## src/hdl/assert_macros.svh

```systemverilog
// Assertion macros shared by the tile renderer modules.
// Depends on nothing; files that check their own logic include it by name.
`ifndef ASSERT_MACROS_SVH
`define ASSERT_MACROS_SVH
`ifndef SYNTH
// Same-cycle implication, with the reset held off.
`define TBWP_ASSERT_IMPL(name, clk, rst_n, ante, cons) \
	name: assert property (@(posedge clk) disable iff (!rst_n) (ante) |-> (cons)) \
		else $error("tile renderer check failed");
// Next-cycle implication, with the reset held off.
`define TBWP_ASSERT_NEXT(name, clk, rst_n, ante, cons) \
	name: assert property (@(posedge clk) disable iff (!rst_n) (ante) |=> (cons)) \
		else $error("tile renderer check failed");
`else
`define TBWP_ASSERT_IMPL(name, clk, rst_n, ante, cons)
`define TBWP_ASSERT_NEXT(name, clk, rst_n, ante, cons)
`endif
`endif

```

## src/hdl/tbwp_pkg.sv

```systemverilog
// Package for the tile renderer: word types, opcodes, register indexes and constants.
// Depends on nothing; the top level and the result queue use it by scoped names.
`timescale 1ns / 1ps

package tbwp_pkg;

	// Video memory geometry: two byte-wide banks, even and odd addresses.
	localparam int VIDEO_BYTES = 8192;
	localparam int VRAM_AW     = $clog2(VIDEO_BYTES);
	localparam int BANK_DEPTH  = VIDEO_BYTES / 2;
	localparam int BANK_AW     = $clog2(BANK_DEPTH);

	// Screen and window limits.
	localparam int SCREEN_WIDTH    = 160;
	localparam int WINDOW_X_LIMIT  = 166;
	localparam int WINDOW_X_OFFSET = 7;

	// Tile map bases.
	localparam logic [VRAM_AW-1:0] MAP_LOW  = 13'h1800;
	localparam logic [VRAM_AW-1:0] MAP_HIGH = 13'h1C00;

	// Control register bits.
	localparam int LCDC_BG_ON       = 0;
	localparam int LCDC_BG_MAP_HIGH = 3;
	localparam int LCDC_UNSIGNED    = 4;
	localparam int LCDC_WIN_ON      = 5;
	localparam int LCDC_WIN_MAP     = 6;

	// Reset colours.
	localparam logic [15:0] SHADE0_RESET = 16'd48433;
	localparam logic [15:0] SHADE1_RESET = 16'd37867;
	localparam logic [15:0] SHADE2_RESET = 16'd25222;
	localparam logic [15:0] SHADE3_RESET = 16'd8386;

	// Result queue.
	localparam int FIFO_DEPTH = 4;
	localparam int FIFO_AW    = $clog2(FIFO_DEPTH);
	localparam int FIFO_CW    = $clog2(FIFO_DEPTH + 1);
	localparam int OCC_W      = FIFO_CW + 1;

	// Configuration register width and index.
	localparam int CFG_DW = 16;

	typedef enum logic [2:0] {
		CFG_LCD_CONTROL = 3'd0,
		CFG_SCROLL_X    = 3'd1,
		CFG_SCROLL_Y    = 3'd2,
		CFG_WINDOW_X    = 3'd3,
		CFG_WINDOW_Y    = 3'd4,
		CFG_SHADE0      = 3'd5,
		CFG_SHADE1      = 3'd6,
		CFG_SHADE2      = 3'd7
	} cfg_idx_t;

	typedef enum logic [1:0] {
		OP_VRAM_WRITE = 2'd0,
		OP_RENDER     = 2'd1,
		OP_SHADE3     = 2'd2
	} op_t;

	typedef struct packed {
		logic [1:0]         opcode;
		logic [VRAM_AW-1:0] vram_address;
		logic [15:0]        write_data;
		logic [7:0]         line;
		logic [7:0]         column;
	} in_word_t;

	typedef struct packed {
		logic [1:0]  shade_index;
		logic [15:0] pixel_color;
		logic        from_window;
		logic        drawn;
	} out_word_t;

endpackage

```

## src/hdl/tbwp_out_fifo.sv

```systemverilog
// Small result queue that decouples the render pipeline from the output handshake.
// Depends on tbwp_pkg and assert_macros.svh.
`timescale 1ns / 1ps
`include "assert_macros.svh"

module tbwp_out_fifo (
	input  logic                        clk,
	input  logic                        arst_n,
	input  logic                        push,
	input  tbwp_pkg::out_word_t         push_word,
	output logic                        valid,
	input  logic                        ready,
	output tbwp_pkg::out_word_t         word,
	output logic [tbwp_pkg::FIFO_CW-1:0] count
);

	tbwp_pkg::out_word_t              words_q [tbwp_pkg::FIFO_DEPTH];
	logic [tbwp_pkg::FIFO_AW-1:0]     wr_ptr_q;
	logic [tbwp_pkg::FIFO_AW-1:0]     rd_ptr_q;
	logic [tbwp_pkg::FIFO_CW-1:0]     count_q;
	logic                             pop;

	assign valid = (count_q != '0);
	assign pop   = valid && ready;
	assign word  = words_q[rd_ptr_q];
	assign count = count_q;

	// Entry storage; no reset needed for the payload.
	always_ff @(posedge clk) begin
		if (push) begin
			words_q[wr_ptr_q] <= push_word;
		end
	end

	// Pointers and fill count.
	always_ff @(posedge clk or negedge arst_n) begin
		if (!arst_n) begin
			wr_ptr_q <= '0;
			rd_ptr_q <= '0;
			count_q  <= '0;
		end else begin
			if (push) begin
				wr_ptr_q <= wr_ptr_q + 1'b1;
			end
			if (pop) begin
				rd_ptr_q <= rd_ptr_q + 1'b1;
			end
			if (push && !pop) begin
				count_q <= count_q + 1'b1;
			end else if (pop && !push) begin
				count_q <= count_q - 1'b1;
			end
		end
	end

	// The credit check upstream must keep a free entry for every push.
	`TBWP_ASSERT_IMPL(a_no_overflow, clk, arst_n, push, count_q != tbwp_pkg::FIFO_CW'(tbwp_pkg::FIFO_DEPTH))
	`TBWP_ASSERT_NEXT(a_count_hold, clk, arst_n, !push && !pop, $stable(count_q))
	`TBWP_ASSERT_NEXT(a_count_rise, clk, arst_n, push && !pop, count_q == $past(count_q) + 1'b1)

endmodule

```

## config.mk

```make
export PLATFORM = sky130hd
export DESIGN_NAME = tbwp_out_fifo
export DESIGN_NICKNAME = d
export VERILOG_FILES = /design/src/hdl/tbwp_pkg.sv /design/src/hdl/tbwp_out_fifo.sv
export VERILOG_INCLUDE_DIRS = /design/src /design/src/hdl
export SDC_FILE = /design/constraint.sdc
export NUM_CORES = 1
export LEC_CHECK = 0
export BUFFER_PORTS_ARGS = -buffer_cell sky130_fd_sc_hd__buf_2
export CAP_MARGIN = 20
export CORE_MARGIN = 2
export CORE_UTILIZATION = 43
export CTS_CLUSTER_DIAMETER = 40
export DETAILED_ROUTE_END_ITERATION = 12
export PLACE_DENSITY = 0.6
export SLEW_MARGIN = 20
export SYNTH_ARGS = -nofsm -noshare
export SYNTH_HDL_FRONTEND = slang
export SYNTH_SLANG_ARGS = --single-unit
```

## constraint.sdc

```tcl
create_clock -name clk -period 2.4 [get_ports clk]
set_input_delay 0.48 -clock clk [delete_from_list [all_inputs] [get_ports clk]]
set_output_delay 0.48 -clock clk [all_outputs]
set_load 0.03 [all_outputs]
```

Word level (Yosys, flattened, before mapping)
Memory sizes are Yosys's and may differ from the RTL's.
Cells that the tools add are included.

operators by class
  add/subtract/negate cells = 4
  mux-type cells = 4
  reductions and logical operators = 7

operators by type and width
  kind                                                                 number
  3-bit 2-to-1 mux                                                     2
  2-bit by 1-bit adder with 2-bit output (second input constant)       2
  3-bit by 1-bit adder with 3-bit output (second input constant)       1
  1-bit logical AND                                                    3
  3-bit nonzero test                                                   1
  3-bit by 1-bit subtractor with 3-bit output (second input constant)  1
  1-bit zero test                                                      2
  1-bit 2-to-1 mux                                                     2
  2-bit nonzero test                                                   1

storage, ports and cells
  register bits after elaboration = 7
  RAM bits = 80
  input port bits = 24
  output and inout bits = 24
  word-level logic and storage cells = 19
  memories kept = 1

memory list
  name     depth  bits a word  read ports  clocked after Yosys merged registers in  wr ports  RTL line             text
  words_q  4      20           1           0                                        1         tbwp_out_fifo.sv:17  tbwp_pkg::out_word_t words_q [tbwp_pkg::FIFO_DEPTH];

Logic depth before layout (Yosys ltp)
  word-level depth = 5
  gate-level depth with buffers = 8
  gate-level depth less buffers = 8

Least setup slack after synthesis
Ideal clock, no wire load.

  path kind = register to register
  start = reg count_q (netlist bit count[0])
  end = reg count_q (netlist bit count[2])
  setup time = 80 ps
  arrival = 2106 ps
  required time = 2320 ps
  setup slack = 214 ps
  cell stages (with the launch flop) = 9
  path buffers = 0
  period minus slack after synthesis = 2186 ps
  cells stage by stage = dfrtp_1 or3_4 nand2_1 ha_1 inv_1 fa_1 xor2_1 nor2_1 xor2_1

on the way
  cells in the longest elaborated chain, start to end = 5
  elaborated cells between the ends (all ways) = 10
  classes of those cells = add/sub: 2; mux: 2; reduce/logical: 6

RTL lines
  what                                                           RTL line             text
  start, declared                                                tbwp_out_fifo.sv:20  logic [tbwp_pkg::FIFO_CW-1:0] count_q;
  start signal, assigned                                         tbwp_out_fifo.sv:49  count_q <= count_q + 1'b1;
  start signal, assigned                                         tbwp_out_fifo.sv:51  count_q <= count_q - 1'b1;
  3-bit nonzero test *                                           tbwp_out_fifo.sv:23  assign valid = (count_q != '0);
  named net valid                                                tbwp_out_fifo.sv:11  output logic valid,
  1-bit logical AND *                                            tbwp_out_fifo.sv:24  assign pop = valid && ready;
  1-bit zero test                                                tbwp_out_fifo.sv:48  if (push && !pop) begin
  1-bit logical AND                                              tbwp_out_fifo.sv:48
  3-bit 2-to-1 mux / 2-bit nonzero test (equally long branches)  -

Mark *: on every way through the listed nets, which the timed path passes. The rest lies on a longest branch. The select of a mux whose other input is x is not followed.
A chain may end at the register's enable or synchronous reset.

==> results.md <==
- Starting DRT DRC Count: 88
- Top-level I/O count: 48
- Largest net degree at the start of global routing: 16
- Commonest non-fill, non-tap cell in the layout: edfxtp_1
- Die Wd: 91.38 um
- Worst hold path class: input pin to flip-flop
- Pwr dens: 1266 nW/um^2
- Clock network fraction of design power: 20.1%
- Cell Rows: 31
- Final Max Slew Viols: 0
- Area of the multi-input gates: 661.9 um^2
- Post-Layout Inst Area: a little under 4000 um^2
- Quantity of hold-fixing buffers added after cts: 1
- Clock Tree Root: clkbuf_8
- Via count: 1490
- Status: complete, no violations
- Peak Freq: roughly 0.44 GHz
- Initial core utilization: 44.79%
- Max_cap viols: 0
- Mapped Nets: 167
- Syn Inst Count: roughly 140
- Routability cong.: 0.7407
- Initial antenna violation count: 0
- Actual slew at the worst max-slew pin: 0.4423 ns
- Crit path DAT: 1.78 ns
- P_leak: approximately 1.4 nW
- Clk_skew: around 0.0065 ns
- IO buf count: 47
- Vias per cell: a little under 5
- CTS tree: yes
- Final setup fails: 0
- Post-Syn Area: 3283 um^2
- #FFs+latches synth: 87
- Setup TNS: 0 ns
- Clock slew at reported path FFs: 0.08 ns
- Seq/Total Area, Yosys: 78.51%
- CP startpoint kind: flip-flop
- Die Y: 91.38 um
- Routed Antenna Nets: 0
- Tot GR Track Use: 13.86%
- Unrepaired setup endpoints after global routing: false
- Fin util: 53.27%
- CTS resizes: 0
- DP Area: 3697 um^2
- Post-Route WL: 5376 um
- Yosys warning count: 0
- Final critical-path required period: approximately 2.3 ns
- Hold WS: between 0.3 and 0.4 ns
- Grt total ovfl: 0
- CP endpoint kind: primary output
- 1st-pass router iterations: 3
- Net Switching: roughly 0.0017 W
- Final nets: 232
- DIE AREA: 8350 um^2
- Post-route clock period utilization: 93.99%
- Distinct cells, synth: 18
- First-pass GRT wire length: 8549 um
- Count of final hold-check violations: 0
- Worst skew pair latency: 0.34 ns
- Area Growth Syn to Fin: 18.94%
- DRC Markers: 0
- Slew margin rel.: 70.51%
- Critical path required time: 1.92 ns
- Sink Count: 87
- Most frequent cells in the layout: edfxtp_1 (80), buf_2 (47), mux4_2 (18), clkbuf_8 (9), buf_4 (9)
- Cell internal pwr: approximately 0.0032 W
- Register area: 2577 um^2
- Net Sw Frac: 35.11%
- # fillers: roughly 570
- Core area: 7331 um^2
- H-tree depth: 3
- Wirelength per Cell: between 15 and 20 um
- Crit-path max FO: 14
- Flop pwr share: 43.2%
- Synth Area per Inst: 23.96 um^2
- Comb power frac: roughly 37%
- Peak supply drop: around 0.0008 V
- CTS Buf Count: 9
- Vias in the first global route: approximately 1700
- Post-CTS setup buffer count: 0
- Longest Clk Path Bufs: 2
- # diodes: 0
- HPWL Detailed: 3754 um
- Layout cell share with drive strength beyond 1: between 40% and 50%
- CP Class: flip-flop to primary output
-- power groups by stage --
| stage | Sequential, W | Clock (W) | Combinational [W] |
|---|---|---|---|
| after CTS | 0.00214 | 0.00101 | 0.00186 |
| after detailed placement | 0.00218 | 0 | 0.00185 |
| after global routing | 0.00217 | 0.00108 | 0.00194 |
| final | 0.00214 | 0.000992 | 0.00181 |
| after global placement | 0.00214 | 0 | 0.00181 |
| after floorplan | 0.00217 | 0 | 0.00131 |
-- per-stage QoR --
| stage | worst slack (ns) | cells | power, W |
|---|---|---|---|
| 3_3_place_gp | 0.4126 | 289 | 0.003957 |
| 4_1_cts | 0.1076 | 306 | 0.005009 |
| 5_1_grt | 0.05296 | 306 | 0.005185 |
| 3_5_place_dp | 0.2834 | 289 | 0.004029 |
| 6_report | 0.1442 | 306 | 0.004942 |
| 2_1_floorplan | 0.2135 | 137 | 0.003481 |
-- synthesized netlist by cell type (all sizes together) --
master  count  area (um^2)
edfxtp     80         2402
mux4       20        457.9
dfrtp       7        175.2
ha          5        62.56
and2        4        25.02
buf         4        32.53
inv         3        11.26
xnor2       3        26.28
xor2        3        26.28
nand2       2        7.510
fa          1        20.02
mux2        1        11.26
nand3       1        5.000
nor2        1        3.750
o21ai       1        5.000
or3         1        11.26
-- routing by layer --
layer  track usage, %  vias up  part of all wire, %
met5                0        -                    0
met4            4.545        0                 0.97
met3            3.900        5                  3.2
met2            23.84       33                   52
met1            16.89      764                   43
li1                 -      688                    -
-- cell type report --
cell class                      instances  share of cell area, %
Sequential cell                        87                  66.00
Clock inverter                          6                  1.794
Clock buffer                           10                  3.268
Inverter                                3                 0.2884
Multi-Input combinational cell         43                  16.95
Timing Repair Buffer                   58                  8.523
Tap cell                               99                  3.172
-- worst max-delay path, cell delays in order (launching register included) --
cell     delay, ns
dfrtp_1       0.36
buf_4         0.29
mux4_1        0.59
buf_2         0.19
-- state kept, by name, indices dropped and copies added (netlist names) --
| name | cells |
|---|---|
| count | 3 |
| rd_ptr_q | 2 |
| wr_ptr_q | 2 |
| words_q | 80 |
-- cell families (layout without fill, tap and decap cells) --
group,count (synthesis),count (layout),synth area share (%)
fa+ha+maj,6,6,2.515
buf+inv,7,77,1.334
mux,21,21,14.29
flops,87,87,78.51
compound gates,1,1,0.1523
xor+xnor,6,6,1.601
simple gates,9,9,1.600
-- final timing paths --
kind | start | to | slack [ns] | cells after the start
setup / recovery | rd_ptr_q[0] | word[17] | 0.14 | 3
setup reg to reg | count[0] | count[2] | 0.28 | 8
min in group asynchronous | arst_n | count[1] | 0.49 | 2
hold / removal | push_word[1] | words_q[1][1] | 0.35 | 1
max in group asynchronous | arst_n | wr_ptr_q[1] | 1.75 | 2
hold reg to reg | count[2] | count[2] | 0.51 | 1
No activity file was read; power rests on OpenSTA's default activity.
